[config.mk]
export PLATFORM = sky130hd
export DESIGN_NAME = randomized_hadamard_transform_core
export DESIGN_NICKNAME = d
export VERILOG_FILES = /design/src/hdl/rht_pkg.sv /design/src/hdl/rht_front.sv /design/src/hdl/rht_fifo.sv /design/src/hdl/rht_back.sv /design/src/hdl/randomized_hadamard_transform_core.sv
export SDC_FILE = /design/constraint.sdc
export NUM_CORES = 2
export LEC_CHECK = 0
export BUFFER_PORTS_ARGS = -buffer_cell sky130_fd_sc_hd__buf_2
export CORE_ASPECT_RATIO = 0.5
export CORE_UTILIZATION = 30
export DETAILED_ROUTE_END_ITERATION = 8
export MAX_ROUTING_LAYER = met4
export PLACE_DENSITY = 0.43
export SLEW_MARGIN = 20
export SYNTH_ARGS = -nofsm -noshare
export SYNTH_HDL_FRONTEND = slang
export SYNTH_HIERARCHICAL = 1
export SYNTH_SLANG_ARGS = --single-unit
[constraint.sdc]
create_clock -name i_clk -period 7.1 [get_ports i_clk]
set_input_delay 0.355 -clock i_clk [delete_from_list [all_inputs] [get_ports i_clk]]
set_output_delay 0.355 -clock i_clk [all_outputs]
set_load 0.1 [all_outputs]
[src/hdl/rht_pkg.sv]
// Shared types and constants for the randomised Hadamard transform block.
package rht_pkg;

    localparam int SAMPLE_W   = 16;
    localparam int MAX_LOG2   = 6;
    localparam int DEPTH      = 1 << MAX_LOG2;
    localparam int ADDR_W     = MAX_LOG2;
    localparam int CNT_W      = MAX_LOG2 + 1;
    localparam int X_W        = SAMPLE_W + 1;
    localparam int VAL_W      = 23;
    localparam int FIFO_DEPTH = 4;
    localparam int FIFO_AW    = 2;

    localparam logic signed [17:0] SQRT_HALF_Q16 = 18'sd46341;

    // register index codes (paddr[2])
    localparam logic REG_SIZE = 1'b0;
    localparam logic REG_NORM = 1'b1;

    typedef struct packed {
        logic signed [X_W-1:0] x;
        logic [ADDR_W-1:0]     addr;
        logic                  last;
        logic [2:0]            k;
    } t_entry;

endpackage

[src/hdl/rht_front.sv]
// Front end: takes requests, applies sign, counts the row and tags its end.
module rht_front (
    input  logic                          i_clk,
    input  logic                          i_rst_n,
    input  logic                          s_axis_tvalid,
    output logic                          s_axis_tready,
    input  logic [rht_pkg::SAMPLE_W-1:0]  s_axis_tdata,
    input  logic [0:0]                    s_axis_tuser,
    input  logic [2:0]                    i_size_log2,
    input  logic                          i_full,
    output logic                          o_push,
    output rht_pkg::t_entry               o_entry
);
    import rht_pkg::*;

    logic [CNT_W-1:0]      r_cnt, n_cnt;
    logic [CNT_W-1:0]      w_inc, w_len;
    logic [2:0]            w_k;
    logic signed [X_W-1:0] w_ext;
    logic                  w_last;

    assign s_axis_tready = !i_full;
    assign o_push        = s_axis_tvalid && !i_full;

    assign w_k    = (i_size_log2 > 3'(MAX_LOG2)) ? 3'(MAX_LOG2) : i_size_log2;
    assign w_len  = CNT_W'(1) << w_k;
    assign w_inc  = r_cnt + CNT_W'(1);
    assign w_last = (w_inc >= w_len);
    assign w_ext  = X_W'($signed(s_axis_tdata));

    always_comb begin
        o_entry.x    = s_axis_tuser[0] ? -w_ext : w_ext;
        o_entry.addr = r_cnt[ADDR_W-1:0];
        o_entry.last = w_last;
        o_entry.k    = w_k;
        n_cnt        = r_cnt;
        if (o_push) begin
            n_cnt = w_last ? '0 : w_inc;
        end
    end

    always_ff @(posedge i_clk) begin
        if (!i_rst_n) begin
            r_cnt <= '0;
        end else begin
            r_cnt <= n_cnt;
        end
    end

    a_cnt_range: assert property (@(posedge i_clk) disable iff (!i_rst_n)
        r_cnt < CNT_W'(DEPTH)) else $error("row count out of range");

endmodule

[src/hdl/rht_fifo.sv]
// Short queue between front and back ends.
module rht_fifo (
    input  logic            i_clk,
    input  logic            i_rst_n,
    input  logic            i_push,
    input  rht_pkg::t_entry i_entry,
    input  logic            i_pop,
    output rht_pkg::t_entry o_entry,
    output logic            o_full,
    output logic            o_empty
);
    import rht_pkg::*;

    t_entry             r_q [FIFO_DEPTH];
    logic [FIFO_AW:0]   r_wp, r_rp;

    assign o_empty = (r_wp == r_rp);
    assign o_full  = (r_wp[FIFO_AW] != r_rp[FIFO_AW]) &&
                     (r_wp[FIFO_AW-1:0] == r_rp[FIFO_AW-1:0]);
    assign o_entry = r_q[r_rp[FIFO_AW-1:0]];

    always_ff @(posedge i_clk) begin
        if (i_push) begin
            r_q[r_wp[FIFO_AW-1:0]] <= i_entry;
        end
    end

    always_ff @(posedge i_clk) begin
        if (!i_rst_n) begin
            r_wp <= '0;
            r_rp <= '0;
        end else begin
            if (i_push) r_wp <= r_wp + 1'b1;
            if (i_pop)  r_rp <= r_rp + 1'b1;
        end
    end

    a_no_over: assert property (@(posedge i_clk) disable iff (!i_rst_n)
        !(i_push && o_full)) else $error("push into full queue");
    a_no_under: assert property (@(posedge i_clk) disable iff (!i_rst_n)
        !(i_pop && o_empty)) else $error("pop from empty queue");

endmodule

[src/hdl/rht_back.sv]
// Back end: row buffer, butterfly sequencer, normalisation and output register.
module rht_back (
    input  logic                     i_clk,
    input  logic                     i_rst_n,
    input  rht_pkg::t_entry          i_entry,
    input  logic                     i_empty,
    output logic                     o_pop,
    input  logic                     i_normalize,
    output logic                     m_axis_tvalid,
    input  logic                     m_axis_tready,
    output logic [23:0]              m_axis_tdata,
    output logic                     m_axis_tlast
);
    import rht_pkg::*;

    typedef enum logic [2:0] {
        S_IDLE, S_BF_RD, S_BF_WA, S_BF_WB, S_EM_RD, S_EM_MUL, S_EM_OUT
    } t_state;

    t_state                  r_state;
    logic [2:0]              r_k, r_stage;
    logic [ADDR_W-2:0]       r_idx;
    logic [ADDR_W-1:0]       r_i;
    logic                    r_norm, r_odd;
    logic signed [VAL_W-1:0] r_rda, r_rdb, r_sh;
    logic signed [40:0]      r_prod;
    logic                    r_m_tvalid, r_m_tlast;
    logic [VAL_W-1:0]        r_m_value;

    logic signed [VAL_W-1:0] r_mem [DEPTH];

    logic [ADDR_W-1:0]       w_lo, w_span, w_j, w_ra, w_rb, w_wa, w_len_m1;
    logic [ADDR_W-2:0]       w_half_m1;
    logic signed [VAL_W-1:0] w_wd, w_sh;
    logic signed [40:0]      w_prod;
    logic [1:0]              w_shamt;
    logic                    w_we, w_re, w_out_free;

    assign o_pop      = (r_state == S_IDLE) && !i_empty;
    assign w_out_free = !r_m_tvalid || m_axis_tready;

    // butterfly addressing: insert a zero at bit 'stage' of the pair index
    assign w_span    = ADDR_W'(1) << r_stage;
    assign w_lo      = w_span - ADDR_W'(1);
    assign w_j       = ((ADDR_W'(r_idx) & ~w_lo) << 1) | (ADDR_W'(r_idx) & w_lo);
    assign w_half_m1 = (ADDR_W-1)'((ADDR_W'(1) << (r_k - 3'd1)) - ADDR_W'(1));
    assign w_len_m1  = ADDR_W'((CNT_W'(1) << r_k) - CNT_W'(1));

    assign w_shamt = r_norm ? r_k[2:1] : 2'd0;
    assign w_sh    = r_rda >>> w_shamt;
    assign w_prod  = w_sh * SQRT_HALF_Q16;

    always_comb begin
        w_we = 1'b0;
        w_wa = '0;
        w_wd = '0;
        w_re = 1'b0;
        w_ra = w_j;
        w_rb = w_j | w_span;
        case (r_state)
            S_IDLE: begin
                w_we = o_pop;
                w_wa = i_entry.addr;
                w_wd = VAL_W'(i_entry.x);
            end
            S_BF_RD: w_re = 1'b1;
            S_BF_WA: begin
                w_we = 1'b1;
                w_wa = w_j;
                w_wd = r_rda + r_rdb;
            end
            S_BF_WB: begin
                w_we = 1'b1;
                w_wa = w_j | w_span;
                w_wd = r_rda - r_rdb;
            end
            S_EM_RD: begin
                w_re = 1'b1;
                w_ra = r_i;
            end
            default: ;
        endcase
    end

    always_ff @(posedge i_clk) begin
        if (w_we) begin
            r_mem[w_wa] <= w_wd;
        end
        if (w_re) begin
            r_rda <= r_mem[w_ra];
            r_rdb <= r_mem[w_rb];
        end
    end

    always_ff @(posedge i_clk) begin
        if (!i_rst_n) begin
            r_state    <= S_IDLE;
            r_m_tvalid <= 1'b0;
        end else begin
            // a new result may replace the one taken in this cycle
            if (r_state == S_EM_OUT && w_out_free) begin
                r_m_tvalid <= 1'b1;
            end else if (r_m_tvalid && m_axis_tready) begin
                r_m_tvalid <= 1'b0;
            end
            case (r_state)
                S_IDLE: begin
                    if (o_pop && i_entry.last) begin
                        r_k     <= i_entry.k;
                        r_norm  <= i_normalize;
                        r_odd   <= i_normalize && i_entry.k[0];
                        r_stage <= '0;
                        r_idx   <= '0;
                        r_i     <= '0;
                        r_state <= (i_entry.k == 3'd0) ? S_EM_RD : S_BF_RD;
                    end
                end
                S_BF_RD: r_state <= S_BF_WA;
                S_BF_WA: r_state <= S_BF_WB;
                S_BF_WB: begin
                    if (r_idx == w_half_m1) begin
                        r_idx <= '0;
                        if (r_stage == r_k - 3'd1) begin
                            r_state <= S_EM_RD;
                        end else begin
                            r_stage <= r_stage + 3'd1;
                            r_state <= S_BF_RD;
                        end
                    end else begin
                        r_idx   <= r_idx + 1'b1;
                        r_state <= S_BF_RD;
                    end
                end
                S_EM_RD: r_state <= S_EM_MUL;
                S_EM_MUL: begin
                    r_sh    <= w_sh;
                    r_prod  <= w_prod;
                    r_state <= S_EM_OUT;
                end
                S_EM_OUT: begin
                    if (w_out_free) begin
                        r_m_value  <= r_odd ? r_prod[38:16] : r_sh;
                        r_m_tlast  <= (r_i == w_len_m1);
                        if (r_i == w_len_m1) begin
                            r_state <= S_IDLE;
                        end else begin
                            r_i     <= r_i + 1'b1;
                            r_state <= S_EM_RD;
                        end
                    end
                end
                default: r_state <= S_IDLE;
            endcase
        end
    end

    assign m_axis_tvalid = r_m_tvalid;
    assign m_axis_tdata  = {1'b0, r_m_value};
    assign m_axis_tlast  = r_m_tlast;

    a_stage_rng: assert property (@(posedge i_clk) disable iff (!i_rst_n)
        (r_state == S_BF_RD || r_state == S_BF_WA || r_state == S_BF_WB)
        |-> (r_stage < r_k)) else $error("butterfly stage beyond row size");
    a_emit_rng: assert property (@(posedge i_clk) disable iff (!i_rst_n)
        (r_state == S_EM_RD || r_state == S_EM_MUL || r_state == S_EM_OUT)
        |-> (r_i <= w_len_m1)) else $error("emit index beyond row");
    a_last_idle: assert property (@(posedge i_clk) disable iff (!i_rst_n)
        (r_state == S_EM_OUT && w_out_free && r_i == w_len_m1)
        |=> (r_state == S_IDLE && m_axis_tlast)) else $error("row end not marked");

endmodule

[src/hdl/randomized_hadamard_transform_core.sv]
// Top level: randomised Walsh-Hadamard transform core with APB register port.
// Requests enter the queue while it has room; the back end drains one per cycle while loading.
// A row of 2^k runs k*2^(k-1) butterflies (one write port on the row buffer), each a pair read,
// a sum write and a difference write; then each element is read, scaled and registered for output,
// waiting while the output is held. No new row is taken in until the last one has been emitted.
// Synchronous active-low reset clears counts, queue, sequencer and registers (size 6, plain mode).
module randomized_hadamard_transform_core (
    input  logic        i_clk,
    input  logic        i_rst_n,
    // request stream
    input  logic        s_axis_tvalid,
    output logic        s_axis_tready,
    input  logic [15:0] s_axis_tdata,   // [15:0] sample
    input  logic [0:0]  s_axis_tuser,   // [0] sign_neg
    // result stream
    output logic        m_axis_tvalid,
    input  logic        m_axis_tready,
    output logic [23:0] m_axis_tdata,   // [22:0] value, [23] zero
    output logic        m_axis_tlast,   // row_last
    // register port
    input  logic        psel,
    input  logic        penable,
    input  logic        pwrite,
    input  logic [2:0]  paddr,
    input  logic [31:0] pwdata,
    output logic [31:0] prdata,
    output logic        pready
);
    import rht_pkg::*;

    logic [2:0] r_size_log2;
    logic       r_normalize;
    logic       w_push, w_pop, w_full, w_empty;
    t_entry     w_in_entry, w_q_entry;

    assign pready = 1'b1;

    // registers: size_log2 at 0x0, normalize at 0x4
    always_ff @(posedge i_clk) begin
        if (!i_rst_n) begin
            r_size_log2 <= 3'(MAX_LOG2);
            r_normalize <= 1'b0;
        end else if (psel && penable && pwrite) begin
            case (paddr[2])
                REG_SIZE: r_size_log2 <= pwdata[2:0];
                REG_NORM: r_normalize <= pwdata[0];
                default:  ;
            endcase
        end
    end

    always_comb begin
        case (paddr[2])
            REG_SIZE: prdata = {29'd0, r_size_log2};
            REG_NORM: prdata = {31'd0, r_normalize};
            default:  prdata = '0;
        endcase
    end

    // front: sign, slot, end-of-row tag
    rht_front u_front (
        .i_clk         (i_clk),
        .i_rst_n       (i_rst_n),
        .s_axis_tvalid (s_axis_tvalid),
        .s_axis_tready (s_axis_tready),
        .s_axis_tdata  (s_axis_tdata),
        .s_axis_tuser  (s_axis_tuser),
        .i_size_log2   (r_size_log2),
        .i_full        (w_full),
        .o_push        (w_push),
        .o_entry       (w_in_entry)
    );

    rht_fifo u_fifo (
        .i_clk   (i_clk),
        .i_rst_n (i_rst_n),
        .i_push  (w_push),
        .i_entry (w_in_entry),
        .i_pop   (w_pop),
        .o_entry (w_q_entry),
        .o_full  (w_full),
        .o_empty (w_empty)
    );

    // back: buffer writes, butterflies, scaling, output
    rht_back u_back (
        .i_clk         (i_clk),
        .i_rst_n       (i_rst_n),
        .i_entry       (w_q_entry),
        .i_empty       (w_empty),
        .o_pop         (w_pop),
        .i_normalize   (r_normalize),
        .m_axis_tvalid (m_axis_tvalid),
        .m_axis_tready (m_axis_tready),
        .m_axis_tdata  (m_axis_tdata),
        .m_axis_tlast  (m_axis_tlast)
    );

endmodule
==> impl_metrics.ini <==
[placed_design]
placed_cells = 10600
portBuffers = 56
dpl.hpwl_microns = 209000
dpl_worst_slack_ps = 138
place_congestion = 0.865

[min_path]
worst_hold_path_type = primary input to register
whs_path_depth = 3
hp-start = s_axis_tdata[1]
hold_end = u_fifo/r_q[1][15]$_DFFE_PP_

[routing]
wl_per_cell_microns = 29.5
drt-pass1-iter-count = 5
drc = 0
vias_per_cell = 5.35
routed_wl_microns = 324000
vias = 58800
antenna_left = 0
drtIter0Drc = 6676

[clock_network]
clk_root_buffer_cell = clkbuf_16
clk_latency_ps = 880
cts.sinks = 1738
max-clock-path-buffers = 4
cts_tree = built
clk_pin_slew_ps = 60
numCtsBuffers = 187
htree_levels = 4

[global_route]
grt_max_degree = 113
grt_antenna_before_repair = 27
first_global_vias = 57400
grt_pass1_wl_microns = 451000
grt.total_usage_pct = 21.4
overflow = 0

[logic_synthesis]
synth_area_per_cell_sq_um = 13.6
synth_warnings = 6
synthArstFlopShare_pct = 0
ys_ff_latch = 1738
syn_area_sq_um = 90900
synth_area_leaders = edfxtp_1 57%, mux4_2 10%, mux2i_1 8.0%
synth.most_common_cell = edfxtp_1
synthCells = 6673
yosys.area.top_type = edfxtp_1
yosysTopAreaCellShare_pct = 56.7
synth_edf_count = 1715
synth_ff_type = edfxtp_1
synthDistinctLibCells = 82
yosys-top-cells-count = 1,715 x edfxtp_1, 1,148 x nand2_1, 730 x mux2i_1, 648 x nand3_1, 407 x mux4_2
ys_seq_area_share_pct = 57.2

[worst_setup_path]
rr_worst_depth = 23
r2r-start = u_back/r_norm$_DFFE_PP_
cp_max_fo = 35
slowest_delay_ps = 660
cp-start-kind = register
path_class = register to register
regToRegSetupSlack_ps = 450
path_delay_family = adder cells
cp-end-kind = register
crit_buf_inv = 6
cp_common_cell = fa_1
arrival_ps = 7220
crit_required_ps = 7670
worstReg2RegEnd = u_back/r_prod[37]$_DFFE_PP_
slowest_stage = mux4_2
crit_chain = nand2_1, buf_12, mux4_2, ha_1, inv_1, fa_1, inv_1, fa_1, fa_1, fa_1, inv_1, fa_1, inv_1, ha_1, a21oi_1, o21ai_0, a21oi_1, a311oi_1, buf_4, o2111ai_1, nand3b_1, a21oi_1, xnor2_1

[timing]
rsz0062_at_grt = false
whs_ps = 38.1
final.setup.worst_slack_ps = 447
tightest_slew_ps = 1200
hold_viol_final = 0
maxSlewHeadroom_pct = 19.1
finalCriticalPeriod_ps = 6650
setup_tns_ps = 0
report.final.slew_viol_count = 0
clock.fmax_ghz = 0.150
fin_skew_ps = 98.3
post-route-period-util_pct = 93.7
setup-violations-final = 0

[run_status]
status = finished, final reports clean

[cells_and_area]
syn2layout_area_growth_pct = 14.1
nets = 7190
drive_above_1_share_pct = 17.0
final_cells = 11000
n_fill_cell = 29100

[die]
die_y_microns = 391
start_util_pct = 30.2
num_io_pins = 119
fp.dieW_microns = 780
core_area_sq_um = 300000
rows = 142
die-area_sq_um = 305000

[run]
cap_violations = 0
==> area by class of cell <==
class	count	area [sq um]	share of cell area, %
multi-input combinational	4217	36400	35.1
clock inverter	108	800	0.771
inverter	287	1080	1.04
clock buffer	224	4900	4.73
timing repair buffer	372	3400	3.28
sequential	1738	52000	50.1
antenna	19	47.5	0.0459
tap	4032	5040	4.87
==> flip-flops by register name, indices dropped and copies added (netlist names), 5 cells and up, named ones only <==
name and cells:
u_back/r_mem 1472, u_back/r_rda 23, u_front/r_cnt 7, u_back/r_m_value 23, u_back/r_rdb 23, u_fifo/r_q 108
u_back/r_idx 5, u_back/r_prod 23, u_back/r_sh 23, u_back/r_i 6
==> cell families (layout without fill, tap and decap cells) <==
| family | after synthesis | count (layout) | synth area share, % |
|---|---|---|---|
| and+or+nand+nor | 2151 | 2151 | 10.5 |
| DFF | 1738 | 1738 | 57.2 |
| muxes | 1175 | 1175 | 18.7 |
| buffers and inverters | 746 | 991 | 3.69 |
| AOI/OAI and AO/OA | 417 | 417 | 3.26 |
| adders and majority gates | 328 | 328 | 5.47 |
| xor gates and xnor gates | 115 | 115 | 1.11 |
| other | 3 | 50 | 0.0124 |
==> layout by cell type (no fill, tap or decap), drive strengths merged, types with 116 or more instances in the layout <==
master	n
mux2i	733
mux4	414
ha	213
a32oi	116
edfxtp	1715
buf	351
clkbuf	224
nor2	144
nand3	648
inv	289
nand2	1148
==> per-stage QoR <==
stage	area (sq um)	util (%)
floorplan	91000	-
global placement	97400	32.4
detailed placement	97600	32.5
CTS	103000	34.4
global route	104000	34.5
finish	104000	34.5
==> metal layers <==
layer  GRT usage, %  routed length, microns  vias up
li1               -                       -    25400
met1           29.7                  148000    30800
met2           31.6                  141000     2224
met3           4.76                   25600      351
met4           5.47                    8790        0
met5              -                       0        -
==> repair_timing <==
item                       CTS  global route
hold buffers                21             0
setup endpoints to repair    0             7
gates resized for setup      0             2
buffers inserted             0             1
hold endpoints to repair    64             0
==> worst reg2reg max path, cell delays in order (launching register included) <==
cell and delay (ps):
edfxtp_1 420, nand2_1 130, buf_12 210, mux4_2 670, ha_1 330, inv_1 50, fa_1 490, inv_1 50
fa_1 550, fa_1 440, fa_1 490, inv_1 50, fa_1 470, inv_1 40, ha_1 360, a21oi_1 270
o21ai_0 170, a21oi_1 250, a311oi_1 140, buf_4 170, o2111ai_1 250, nand3b_1 150, a21oi_1 190, xnor2_1 80
==> how the worst max path moves through the flow <==
stage	from	end	cells after the start
floorplan	u_back/r_k[2]$_DFFE_PP_	u_back/r_prod[32]$_DFFE_PP_	24
global placement	u_back/r_norm$_DFFE_PP_	u_back/r_prod[32]$_DFFE_PP_	25
detailed placement	u_back/r_norm$_DFFE_PP_	u_back/r_prod[32]$_DFFE_PP_	25
CTS	u_back/r_norm$_DFFE_PP_	u_back/r_prod[32]$_DFFE_PP_	25
global route	u_back/r_norm$_DFFE_PP_	u_back/r_prod[37]$_DFFE_PP_	26
finish	u_back/r_norm$_DFFE_PP_	u_back/r_prod[37]$_DFFE_PP_	23
Power is not shown: default switching activity piles up to over one toggle a cycle in this logic, so the estimate is an artifact.
